--- config.mk ---
export PLATFORM = sky130hd
export DESIGN_NAME = port_range_reservation_table_flat
export DESIGN_NICKNAME = d
export VERILOG_FILES = /design/src/rtl/prrt_pkg.sv /design/src/rtl/prrt_if.sv /design/src/rtl/prrt_table.sv /design/src/rtl/port_range_reservation_table.sv /design/src/flat_wrapper.sv
export SDC_FILE = /design/constraint.sdc
export NUM_CORES = 1
export LEC_CHECK = 0
export ABC_AREA = 0
export BUFFER_PORTS_ARGS = -buffer_cell sky130_fd_sc_hd__buf_2
export CORE_MARGIN = 1.5
export CORE_UTILIZATION = 40
export CTS_CLUSTER_SIZE = 20
export DETAILED_ROUTE_END_ITERATION = 12
export MAX_ROUTING_LAYER = met4
export PLACE_DENSITY = 0.59
export SYNTH_ARGS = -nofsm -noshare
export SYNTH_HDL_FRONTEND = slang
export SYNTH_SLANG_ARGS = --single-unit
--- constraint.sdc ---
create_clock -name clk_i -period 5.05 [get_ports clk_i]
set_input_delay 0.2525 -clock clk_i [delete_from_list [all_inputs] [get_ports clk_i]]
set_output_delay 0.2525 -clock clk_i [all_outputs]
set_load 0.1 [all_outputs]
--- src/rtl/prrt_pkg.sv ---
package prrt_pkg;

  localparam int unsigned TABLE_DEPTH = 16;
  localparam int unsigned PORT_SPACE  = 65536;

  localparam int unsigned IDX_W   = (TABLE_DEPTH > 1) ? $clog2(TABLE_DEPTH) : 1;
  localparam int unsigned OP_W    = 2;
  localparam int unsigned START_W = 16;
  localparam int unsigned COUNT_W = 17;
  localparam int unsigned OWNER_W = 16;
  localparam int unsigned STAT_W  = 3;
  localparam int unsigned SUM_W   = COUNT_W + 1;

  typedef enum logic [OP_W-1:0] {
    OP_REGISTER   = 2'd0,
    OP_UNREGISTER = 2'd1,
    OP_FREE_OWNER = 2'd2,
    OP_RESERVED   = 2'd3
  } op_e;

  typedef enum logic [STAT_W-1:0] {
    ST_OK      = 3'd0,
    ST_INVALID = 3'd1,
    ST_DENIED  = 3'd2,
    ST_BUSY    = 3'd3,
    ST_FULL    = 3'd4
  } status_e;

  typedef struct packed {
    logic [START_W-1:0] start;
    logic [COUNT_W-1:0] length;
    logic [OWNER_W-1:0] owner;
  } entry_t;

  typedef struct packed {
    logic [IDX_W-1:0] rd_addr;
    logic             wr_en;
    logic [IDX_W-1:0] wr_addr;
    entry_t           wr_data;
    logic             clr_en;
    logic [IDX_W-1:0] clr_addr;
  } tbl_req_t;

  typedef struct packed {
    logic   valid;
    entry_t entry;
  } tbl_rsp_t;

endpackage

--- src/rtl/prrt_if.sv ---
interface prrt_req_if;
  logic                         valid;
  logic                         ready;
  logic [prrt_pkg::OP_W-1:0]    operation;
  logic [prrt_pkg::START_W-1:0] range_start;
  logic [prrt_pkg::COUNT_W-1:0] range_count;
  logic [prrt_pkg::OWNER_W-1:0] owner_id;
  logic                         caller_is_server;

  modport source (
    output valid, operation, range_start, range_count, owner_id, caller_is_server,
    input  ready
  );
  modport sink (
    input  valid, operation, range_start, range_count, owner_id, caller_is_server,
    output ready
  );
endinterface

interface prrt_rsp_if;
  logic                        valid;
  logic                        ready;
  logic [prrt_pkg::STAT_W-1:0] status;

  modport source (output valid, status, input ready);
  modport sink   (input valid, status, output ready);
endinterface

--- src/rtl/prrt_table.sv ---
module prrt_table (
  input  logic               clk_i,
  input  logic               rst_ni,
  input  prrt_pkg::tbl_req_t req_i,
  output prrt_pkg::tbl_rsp_t rsp_o
);
  import prrt_pkg::*;

  entry_t                 mem_q [TABLE_DEPTH];
  logic [TABLE_DEPTH-1:0] valid_q;
  entry_t                 rd_entry_q;
  logic                   rd_valid_q;

  always_ff @(posedge clk_i or negedge rst_ni) begin
    if (!rst_ni) begin
      valid_q    <= '0;
      rd_valid_q <= 1'b0;
    end else begin
      rd_valid_q <= valid_q[req_i.rd_addr];
      if (req_i.wr_en) begin
        valid_q[req_i.wr_addr] <= 1'b1;
      end else if (req_i.clr_en) begin
        valid_q[req_i.clr_addr] <= 1'b0;
      end
    end
  end

  always_ff @(posedge clk_i) begin
    rd_entry_q <= mem_q[req_i.rd_addr];
    if (req_i.wr_en) begin
      mem_q[req_i.wr_addr] <= req_i.wr_data;
    end
  end

  assign rsp_o.valid = rd_valid_q;
  assign rsp_o.entry = rd_entry_q;

endmodule

--- src/rtl/port_range_reservation_table.sv ---
// Reservation table for I/O port ranges, 16 slots. One operation at a time:
// register, unregister by start port, or free every slot of an owner; each
// returns one status beat. A request is taken only when the block is idle.
// A request that scans the whole table passes a decode state, then the
// scan: 16 slots go through a single read port and one shared
// overlap/match compare, one slot per cycle, behind the registered table
// read. Then the status register is loaded and the block returns to idle.
// A register that stores a range adds a write-back state. Rejected
// arguments and the undefined operation skip the scan. A scan stops
// at the first overlap or at the first unregister match.
// A new request is accepted while the previous status still waits. If a
// second status is ready before the first beat leaves, the block stalls
// until it does.
module port_range_reservation_table (
  input logic      clk_i,
  input logic      rst_ni,
  prrt_req_if.sink req_i,
  prrt_rsp_if.source rsp_o
);
  import prrt_pkg::*;

  typedef enum logic [2:0] {
    S_IDLE,
    S_CHECK,
    S_SCAN,
    S_WRITE,
    S_RESP
  } state_e;

  localparam logic [IDX_W-1:0] LastIdx   = IDX_W'(TABLE_DEPTH - 1);
  localparam logic [SUM_W-1:0] PortSpace = SUM_W'(PORT_SPACE);

  state_e             state_q;
  logic [OP_W-1:0]    op_q;
  logic [START_W-1:0] start_q;
  logic [COUNT_W-1:0] count_q;
  logic [OWNER_W-1:0] owner_q;
  logic               server_q;
  logic [IDX_W-1:0]   idx_q;
  logic               issue_q;
  logic               cmp_vld_q;
  logic [IDX_W-1:0]   cmp_idx_q;
  logic               free_found_q;
  logic [IDX_W-1:0]   free_idx_q;
  status_e            status_q;
  logic               out_vld_q;
  logic [STAT_W-1:0]  out_status_q;

  tbl_req_t           tbl_req;
  tbl_rsp_t           tbl_rsp;

  logic [SUM_W-1:0]   req_end;
  logic [SUM_W-1:0]   ent_end;
  logic               overlap;
  logic               start_hit;
  logic               owner_hit;
  logic               cmp_last;

  prrt_table u_table (
    .clk_i  (clk_i),
    .rst_ni (rst_ni),
    .req_i  (tbl_req),
    .rsp_o  (tbl_rsp)
  );

  assign req_end   = SUM_W'(start_q) + SUM_W'(count_q);
  assign ent_end   = SUM_W'(tbl_rsp.entry.start) + SUM_W'(tbl_rsp.entry.length);
  assign overlap   = (SUM_W'(start_q) < ent_end) && (SUM_W'(tbl_rsp.entry.start) < req_end);
  assign start_hit = (tbl_rsp.entry.start == start_q);
  assign owner_hit = (tbl_rsp.entry.owner == owner_q);
  assign cmp_last  = (cmp_idx_q == LastIdx);

  always_comb begin
    tbl_req               = '0;
    tbl_req.rd_addr       = idx_q;
    tbl_req.wr_addr       = free_idx_q;
    tbl_req.wr_data.start = start_q;
    tbl_req.wr_data.length = count_q;
    tbl_req.wr_data.owner = owner_q;
    tbl_req.clr_addr      = cmp_idx_q;
    tbl_req.wr_en         = (state_q == S_WRITE);
    if (state_q == S_SCAN && cmp_vld_q && tbl_rsp.valid) begin
      unique case (op_q)
        OP_UNREGISTER: tbl_req.clr_en = start_hit;
        OP_FREE_OWNER: tbl_req.clr_en = owner_hit;
        default:       tbl_req.clr_en = 1'b0;
      endcase
    end
  end

  assign req_i.ready  = (state_q == S_IDLE);
  assign rsp_o.valid  = out_vld_q;
  assign rsp_o.status = out_status_q;

  always_ff @(posedge clk_i or negedge rst_ni) begin
    if (!rst_ni) begin
      state_q      <= S_IDLE;
      op_q         <= '0;
      start_q      <= '0;
      count_q      <= '0;
      owner_q      <= '0;
      server_q     <= 1'b0;
      idx_q        <= '0;
      issue_q      <= 1'b0;
      cmp_vld_q    <= 1'b0;
      cmp_idx_q    <= '0;
      free_found_q <= 1'b0;
      free_idx_q   <= '0;
      status_q     <= ST_OK;
      out_vld_q    <= 1'b0;
      out_status_q <= '0;
    end else begin
      if (out_vld_q && rsp_o.ready && state_q != S_RESP) begin
        out_vld_q <= 1'b0;
      end
      unique case (state_q)
        S_IDLE: begin
          if (req_i.valid) begin
            op_q     <= req_i.operation;
            start_q  <= req_i.range_start;
            count_q  <= req_i.range_count;
            owner_q  <= req_i.owner_id;
            server_q <= req_i.caller_is_server;
            state_q  <= S_CHECK;
          end
        end
        S_CHECK: begin
          idx_q        <= '0;
          issue_q      <= 1'b1;
          cmp_vld_q    <= 1'b0;
          free_found_q <= 1'b0;
          unique case (op_q)
            OP_REGISTER: begin
              if (count_q == '0 || req_end > PortSpace) begin
                status_q <= ST_INVALID;
                state_q  <= S_RESP;
              end else if (!server_q) begin
                status_q <= ST_DENIED;
                state_q  <= S_RESP;
              end else begin
                state_q  <= S_SCAN;
              end
            end
            OP_UNREGISTER, OP_FREE_OWNER: state_q <= S_SCAN;
            default: begin
              status_q <= ST_INVALID;
              state_q  <= S_RESP;
            end
          endcase
        end
        S_SCAN: begin
          cmp_vld_q <= issue_q;
          cmp_idx_q <= idx_q;
          if (issue_q) begin
            if (idx_q == LastIdx) begin
              issue_q <= 1'b0;
            end else begin
              idx_q <= idx_q + 1'b1;
            end
          end
          if (cmp_vld_q) begin
            unique case (op_q)
              OP_REGISTER: begin
                if (tbl_rsp.valid && overlap) begin
                  status_q <= ST_BUSY;
                  state_q  <= S_RESP;
                end else begin
                  if (!tbl_rsp.valid && !free_found_q) begin
                    free_found_q <= 1'b1;
                    free_idx_q   <= cmp_idx_q;
                  end
                  if (cmp_last) begin
                    if (free_found_q || !tbl_rsp.valid) begin
                      state_q <= S_WRITE;
                    end else begin
                      status_q <= ST_FULL;
                      state_q  <= S_RESP;
                    end
                  end
                end
              end
              OP_UNREGISTER: begin
                if (tbl_rsp.valid && start_hit) begin
                  status_q <= ST_OK;
                  state_q  <= S_RESP;
                end else if (cmp_last) begin
                  status_q <= ST_INVALID;
                  state_q  <= S_RESP;
                end
              end
              default: begin
                if (cmp_last) begin
                  status_q <= ST_OK;
                  state_q  <= S_RESP;
                end
              end
            endcase
          end
        end
        S_WRITE: begin
          status_q <= ST_OK;
          state_q  <= S_RESP;
        end
        S_RESP: begin
          if (!out_vld_q || rsp_o.ready) begin
            out_vld_q    <= 1'b1;
            out_status_q <= status_q;
            state_q      <= S_IDLE;
          end
        end
        default: state_q <= S_IDLE;
      endcase
    end
  end

endmodule
--- src/flat_wrapper.sv ---
// flat-port wrapper written by rule: the top's interface ports become plain ports
module port_range_reservation_table_flat import prrt_pkg::*;
  (clk_i, rst_ni, req_i_valid, req_i_operation, req_i_range_start, req_i_range_count, req_i_owner_id, req_i_caller_is_server, req_i_ready, rsp_o_valid, rsp_o_status, rsp_o_ready);
  prrt_req_if req_i_i ();
  prrt_rsp_if rsp_o_i ();
  input logic clk_i;
  input logic rst_ni;
  input wire logic [$bits(req_i_i.valid)-1:0] req_i_valid;
  input wire logic [$bits(req_i_i.operation)-1:0] req_i_operation;
  input wire logic [$bits(req_i_i.range_start)-1:0] req_i_range_start;
  input wire logic [$bits(req_i_i.range_count)-1:0] req_i_range_count;
  input wire logic [$bits(req_i_i.owner_id)-1:0] req_i_owner_id;
  input wire logic [$bits(req_i_i.caller_is_server)-1:0] req_i_caller_is_server;
  output wire logic [$bits(req_i_i.ready)-1:0] req_i_ready;
  output wire logic [$bits(rsp_o_i.valid)-1:0] rsp_o_valid;
  output wire logic [$bits(rsp_o_i.status)-1:0] rsp_o_status;
  input wire logic [$bits(rsp_o_i.ready)-1:0] rsp_o_ready;
  assign req_i_i.valid = req_i_valid;
  assign req_i_i.operation = req_i_operation;
  assign req_i_i.range_start = req_i_range_start;
  assign req_i_i.range_count = req_i_range_count;
  assign req_i_i.owner_id = req_i_owner_id;
  assign req_i_i.caller_is_server = req_i_caller_is_server;
  assign req_i_ready = req_i_i.ready;
  assign rsp_o_valid = rsp_o_i.valid;
  assign rsp_o_status = rsp_o_i.status;
  assign rsp_o_i.ready = rsp_o_ready;
  port_range_reservation_table u_core (.clk_i(clk_i), .rst_ni(rst_ni), .req_i(req_i_i), .rsp_o(rsp_o_i));
endmodule
Word level (Yosys, flattened, before mapping)
Memory sizes are Yosys's and may differ from the RTL's. A register that Yosys moved wholly into a read port is not among the register bits.
Cells that the tools add are included.
W data, S select, Z words.
- register bits: 94
- latch bits: 0
- bits in writable memories: 784
- memory bits (read-only): 0
- input bits: 56
- memories kept: 1
- add/subtract/negate cells: 3
- multiply operators: 0
- div/mod/pow operators: 0
- $lt $le $gt $ge: 8
- equal/unequal tests: 25
- shifts and indexed selects: 0
- mux-type cells: 52
- bitwise logic cells: 4
- reductions and logical operators: 30
- memories (memory ; depth ; width ; read ports ; clocked after memory_dff ; wr ports ; line ; RTL):
    u_core.u_table.mem_q ; 16 ; 49 ; 1 ; 1 ; 1 ; prrt_table.sv:9 ; entry_t mem_q [TABLE_DEPTH];
- operator list (cell ; count):
    $mux W3 ; 19
    $add A16 B17 Y18 ; 2
    $lt A16 B18 Y1 ; 2
    $eq A16 B16 Y1 ; 2
    $mux W16 ; 2
    $pmux W3 S2 ; 4
    $gt A18 B17 Y1 const B ; 1
    $logic_not A17 Y1 ; 1
    $and A16 B16 Y16 ; 1
    $not A16 Y16 ; 1
    $or A16 B16 Y16 ; 1
    $lt A4 B5 Y1 const B ; 3
    $mux W1 ; 15
    $pmux W3 S5 ; 1
    $ne A2 B2 Y1 const B ; 6
    $ne A4 B3 Y1 const B ; 3
    $logic_and A1 B1 Y1 ; 10
    $reduce_and A5 Y1 ; 2
    $pmux W3 S3 ; 1
    $demux W1 S4 ; 2
    $eq A4 B4 Y1 const B ; 2
    $ge A4 B1 Y1 const B ; 2
    $mux W4 ; 2
    $ne A4 B4 Y1 const B ; 2
    other kinds (23) ; 35

Logic depth before layout (Yosys ltp)
- word-level depth: 8
- depth in mapped cells: 22
- depth with buffers taken out: 22

Hierarchy
Synthesis repeated with hierarchy kept, for this count alone.
- cell total of the unflattened synthesis: 1936
- area, all modules: 37073.1 sq um
- modules (own cells, without submodules) (module ; instances ; cells each ; area each (sq um) ; seq. area each (sq um)):
    prrt_table ; 1 ; 1325 ; 31066.0 ; 24948.9
    port_range_reservation_table ; 1 ; 611 ; 6007.0 ; 1926.8

Worst setup path before layout
No wires, ideal clock.
- path kind: reg-to-reg
- start point: register u_core.state_q[2]
- end point: memory u_core.u_table.mem_q[0][0] (netlist bit) (enable)
- setup time: 0.519 ns
- data arrival time: 4.614 ns
- data required time: 4.531 ns
- path slack: -0.082 ns
- stages on the path, launching flop included: 6
- cell sequence: dfrtp_1 -> clkbuf_1 -> nor2b_1 -> nand2_1 -> or3_1 -> nor3_1
- cells in the longest elaborated chain, start to end: 3
- ends and longest elaborated chain (item ; line ; RTL):
    start: declaration ; port_range_reservation_table.sv:33 ; state_e state_q;
    start signal: assignment ; port_range_reservation_table.sv:97 ; state_q <= S_IDLE;
    start signal: assignment ; port_range_reservation_table.sv:124 ; state_q <= S_CHECK;
    start signal: assignment ; port_range_reservation_table.sv:136 ; state_q <= S_RESP;
    $eq A3 B2 Y1 ; port_range_reservation_table.sv:81 ; tbl_req.wr_en = (state_q == S_WRITE);
    $mux W1 ; prrt_table.sv:30 ; if (req_i.wr_en) begin
    $mux W1 (not written as such) ; prrt_table.sv:31 ; mem_q[req_i.wr_addr] <= req_i.wr_data;
    end: declaration ; prrt_table.sv:9 ;
Every way passes these cells.

Worst setup path after layout
- start point: register u_core.start_q[1]
- end point: register u_core.status_q[1]
- cells in the longest elaborated chain, start to end: 8
- ends and longest elaborated chain (item ; line ; RTL):
    start: declaration ; port_range_reservation_table.sv:35 ; logic [START_W-1:0] start_q;
    start signal: assignment ; port_range_reservation_table.sv:120 ; start_q <= req_i.range_start;
    $add A16 B17 Y18 ; port_range_reservation_table.sv:66 ; assign req_end = SUM_W'(start_q) + SUM_W'(count_q);
    $lt A16 B18 Y1 ; port_range_reservation_table.sv:68 ; assign overlap = (SUM_W'(start_q) < ent_end) && (SUM_W'(tbl_rsp.entry.start) < req_end);
    $logic_and A1 B1 Y1 ; port_range_reservation_table.sv:68 ;
    $logic_and A1 B1 Y1 ; port_range_reservation_table.sv:164 ; if (tbl_rsp.valid && overlap) begin
    $mux W3 ; port_range_reservation_table.sv:164 ;
    $pmux W3 S2 ; port_range_reservation_table.sv:162 ; unique case (op_q)
    $mux W3 ; port_range_reservation_table.sv:161 ; if (cmp_vld_q) begin
    $pmux W3 S3 ; port_range_reservation_table.sv:116 ; unique case (state_q)
    end signal: assignment ; port_range_reservation_table.sv:135 ; status_q <= ST_INVALID;
    end signal: assignment ; port_range_reservation_table.sv:165 ; status_q <= ST_BUSY;
    end signal: assignment ; port_range_reservation_table.sv:176 ; status_q <= ST_FULL;
    end: declaration ; port_range_reservation_table.sv:45 ; status_e status_q;
Several ways; a longest one is shown, not always the timed one. The select of a mux whose other input is x is not followed.
A chain may end at the register's enable or synchronous reset.

==> impl_metrics.toml <==
[run_status]
outcome = "completed"

[worst_setup_path]
cp.arrival_ns = 5.14
worstSetupStartpointType = "flip-flop"
crit_type = "reg2reg"
endpoint_kind = "flip-flop"
crit_required_ns = 5.59
path_max_fanout = 20

[power]
switchingPower_mw = 7.89
switching_share = 0.321
powerDensity_nw_per_um2 = 563
seqPwrFrac = 0.451
p_leak_nw = 14.6
p_clk_frac = 0.286
internal_power_mw = 16.7
peakVddDrop_mv = 0.325
p_comb_frac = 0.263

[floorplanning]
die_y_um = 310
dieArea_um2 = 96000
start_util = 0.404
fp.dieW_um = 310
coreArea_um2 = 93300
pin_count = 61
rows = 112

[logic_synthesis]
synth_top_area_cell = "edfxtp_1"
synth.most_common_cell = "edfxtp_1"
synth_edf_count = 784
ys_warn_count = 0
syn_avg_cell_area_um2 = 16.9
yosysSeqAreaShare = 0.714
synth_cells = 2223
synth_seq_cells = 927
syn_nets = 2348
synth_cell_type_count = 71
synthTopCellsByArea = "edfxtp_1 63%, dfrtp_1 6.2%, mux4_2 6.0%"
syn_area_um2 = 37700
synth_common_cells = "784 x edfxtp_1, 151 x mux2i_1, 137 x o21ai_0"
async_flop_share = 0.101
synth-main-ff-cell = "edfxtp_1"
yosysTopAreaCellShare = 0.625

[global_route]
grt.overflow.total = 0
antenna_found_initial = 2
grt_max_degree = 69
grt_pass1_wl_um = 142000
grt_pass1_vias = 21200
gr-usage-all-layers = 0.209

[cts]
post-cts-setup-buffers = 0
clock_path_buffers = 3
cts-root-buf = "clkbuf_16"
clkTransAtPathRegs_ns = 0.06
clock-sinks = 927
h-tree-depth = 3
worst_skew_pair.late_latency_ns = 0.67
numCtsBuffers = 95
cts_tree = "done"

[flow_run]
cap_violations = 0

[timing]
skew_ns = 0.0321
max_freq_ghz = 0.217
finalSetupTns_ns = 0
drv_slew = 0
rsz0062_at_grt = "no"
setup_viol = 0
worst-slew-pin-transition_ns = 1.22
hold_viol_final = 0
slew-limit-headroom = 0.187
fin_crit_sh = 0.911
fin_crit_ns = 4.60

[route]
vias = 21000
viasPerCell = 5.61
routed_wl_um = 96700
drtPass1Iterations = 5
drtIter0Drc = 2015
drtAntennaViolNets = 0
wl_per_cell_um = 25.9
drc_errors = 0

[final_layout]
drive_above_1_share = 0.210
final_util = 0.467
num-fill-cells = 7956
syn_to_final_growth_pct = 15.8
fin_nets = 2524

[min_path]
hold_class = "in2reg"

[placed_design]
port_buffers = 60
dp_hpwl_um = 54600
place_congestion = 0.891
cell families (layout without fill, tap and decap cells):
kind of cell	count (synthesis)	count (layout)	share of synthesized area
flops	927	927	0.714
compound gates	422	422	0.0717
mux	358	358	0.132
simple gates	268	268	0.0338
buf+inv	124	383	0.0126
fa+ha+maj	69	69	0.0233
xor+xnor	55	55	0.0130
other cells	0	1	0
cell type report:
class / count / area [um2] / area share
diodes: 1 / 2.50 / 0.0000574
clock buffers: 128 / 2610 / 0.0599
flip-flops and latches: 927 / 26900 / 0.616
repair buffers: 176 / 1480 / 0.0340
multi-input cells: 1172 / 10400 / 0.239
inverters: 27 / 101 / 0.00232
well taps: 1254 / 1570 / 0.0360
clock inverters: 52 / 519 / 0.0119
placed cells by master, fill, tap and decap left out, types with 9 or more instances in the layout:
cell type,synthesis,routed
buf_4,0,49
a22oi_1,51,51
clkbuf_1,71,23
xnor2_1,42,42
clkinv_1,0,10
nand2_1,108,107
clkbuf_8,0,9
a21oi_1,104,104
nand4_1,16,16
o21ai_0,137,137
inv_1,27,27
xor2_1,12,12
nor2_4,0,12
mux4_2,100,100
a221oi_1,51,51
nor2_1,58,46
mux2_2,106,106
dlygate4sd3_1,0,54
nand2b_1,13,12
ha_1,67,67
dfxtp_1,49,49
buf_2,6,59
a211oi_1,10,10
dfrtp_1,94,90
nand3_1,16,16
clkinv_2,0,22
buf_12,0,14
clkbuf_16,0,96
mux2i_1,151,151
edfxtp_1,784,784
critical path, cell delays in order, from the launching register on:
cell and delay, ns:
dfrtp_1 0.77, inv_1 0.19, fa_1 0.50, nor2b_4 0.16
o2111ai_2 0.15, a21oi_2 0.35, or4_1 0.18, nand3_2 0.08
ha_1 0.32, nand4_1 0.10, or3_1 0.38, o22ai_1 0.14
o22ai_1 0.15, o211ai_4 0.28, nand3_2 0.15, o211ai_2 0.24
mux2_2 0.35
flip-flops by register name, indices dropped and copies added, names as in the netlist, 2 cells and up:
signal                  count
u_core.u_table.mem_q      784
u_core.u_table.rsp_o       49
u_core.count_q             17
u_core.owner_q             16
u_core.start_q             16
u_core.u_table.valid_q     16
u_core.cmp_idx_q            4
u_core.free_idx_q           4
u_core.idx_q                4
u_core.rsp_o.status         3
u_core.state_q              3
u_core.status_q             3
u_core.op_q                 2
power by group through the flow:
stage	Clock (mW)	Sequential [mW]	Combinational, mW
4_1_cts	7.15	11.1	6.51
2_1_floorplan	0	10.7	4.72
6_report	7.03	11.1	6.47
3_3_place_gp	0	11.1	6.38
3_5_place_dp	0	11.2	6.44
5_1_grt	7.44	11.2	7.16
repair_timing:
item                                   CTS  global route
endpoints found under the hold margin  109             0
hold buffers                            54             0
resized for setup                        0             0
layer usage:
metal	vias up	track usage	share of wire
li1	9210	-	-
met1	11000	0.286	0.45
met2	651	0.333	0.48
met3	150	0.0296	0.050
met4	0	0.0493	0.022
met5	-	-	0
path summary, 6_finish.rpt:
kind | depth (start not counted) | end | startpoint | slack [ns]
hold reg to reg | 2 | u_core.rsp_o.status[2]$_DFFE_PN0P_ | u_core.rsp_o.status[2]$_DFFE_PN0P_ | 0.50
setup / recovery | 16 | u_core.status_q[1]$_DFFE_PN0P_ | u_core.start_q[1]$_DFFE_PN0P_ | 0.45
hold / removal | 6 | u_core.state_q[0]$_DFFE_PN0P_ | req_i_valid | 0.18
min in group asynchronous | 2 | u_core.owner_q[6]$_DFFE_PN0P_ | rst_ni | 0.34
max in group asynchronous | 3 | u_core.idx_q[0]$_DFFE_PN0P_ | rst_ni | 3.43
setup reg to reg | 16 | u_core.status_q[1]$_DFFE_PN0P_ | u_core.start_q[1]$_DFFE_PN0P_ | 0.45
metrics by stage:
stage | cells | setup WS [ns] | hold slack [ns] | total power, mW | cell area [um2]
final | 3737 | 0.448 | 0.184 | 24.6 | 43600
after global placement | 3502 | 0.640 | 0.467 | 17.5 | 39900
after CTS | 3736 | 0.494 | 0.152 | 24.7 | 43600
after floorplan | 2223 | 0.0701 | -0.0431 | 15.5 | 37700
after global routing | 3737 | 0.163 | 0.241 | 25.8 | 43600
after detailed placement | 3502 | 0.526 | 0.475 | 17.7 | 39900
Note: power is estimated with default switching activity, not from simulation.
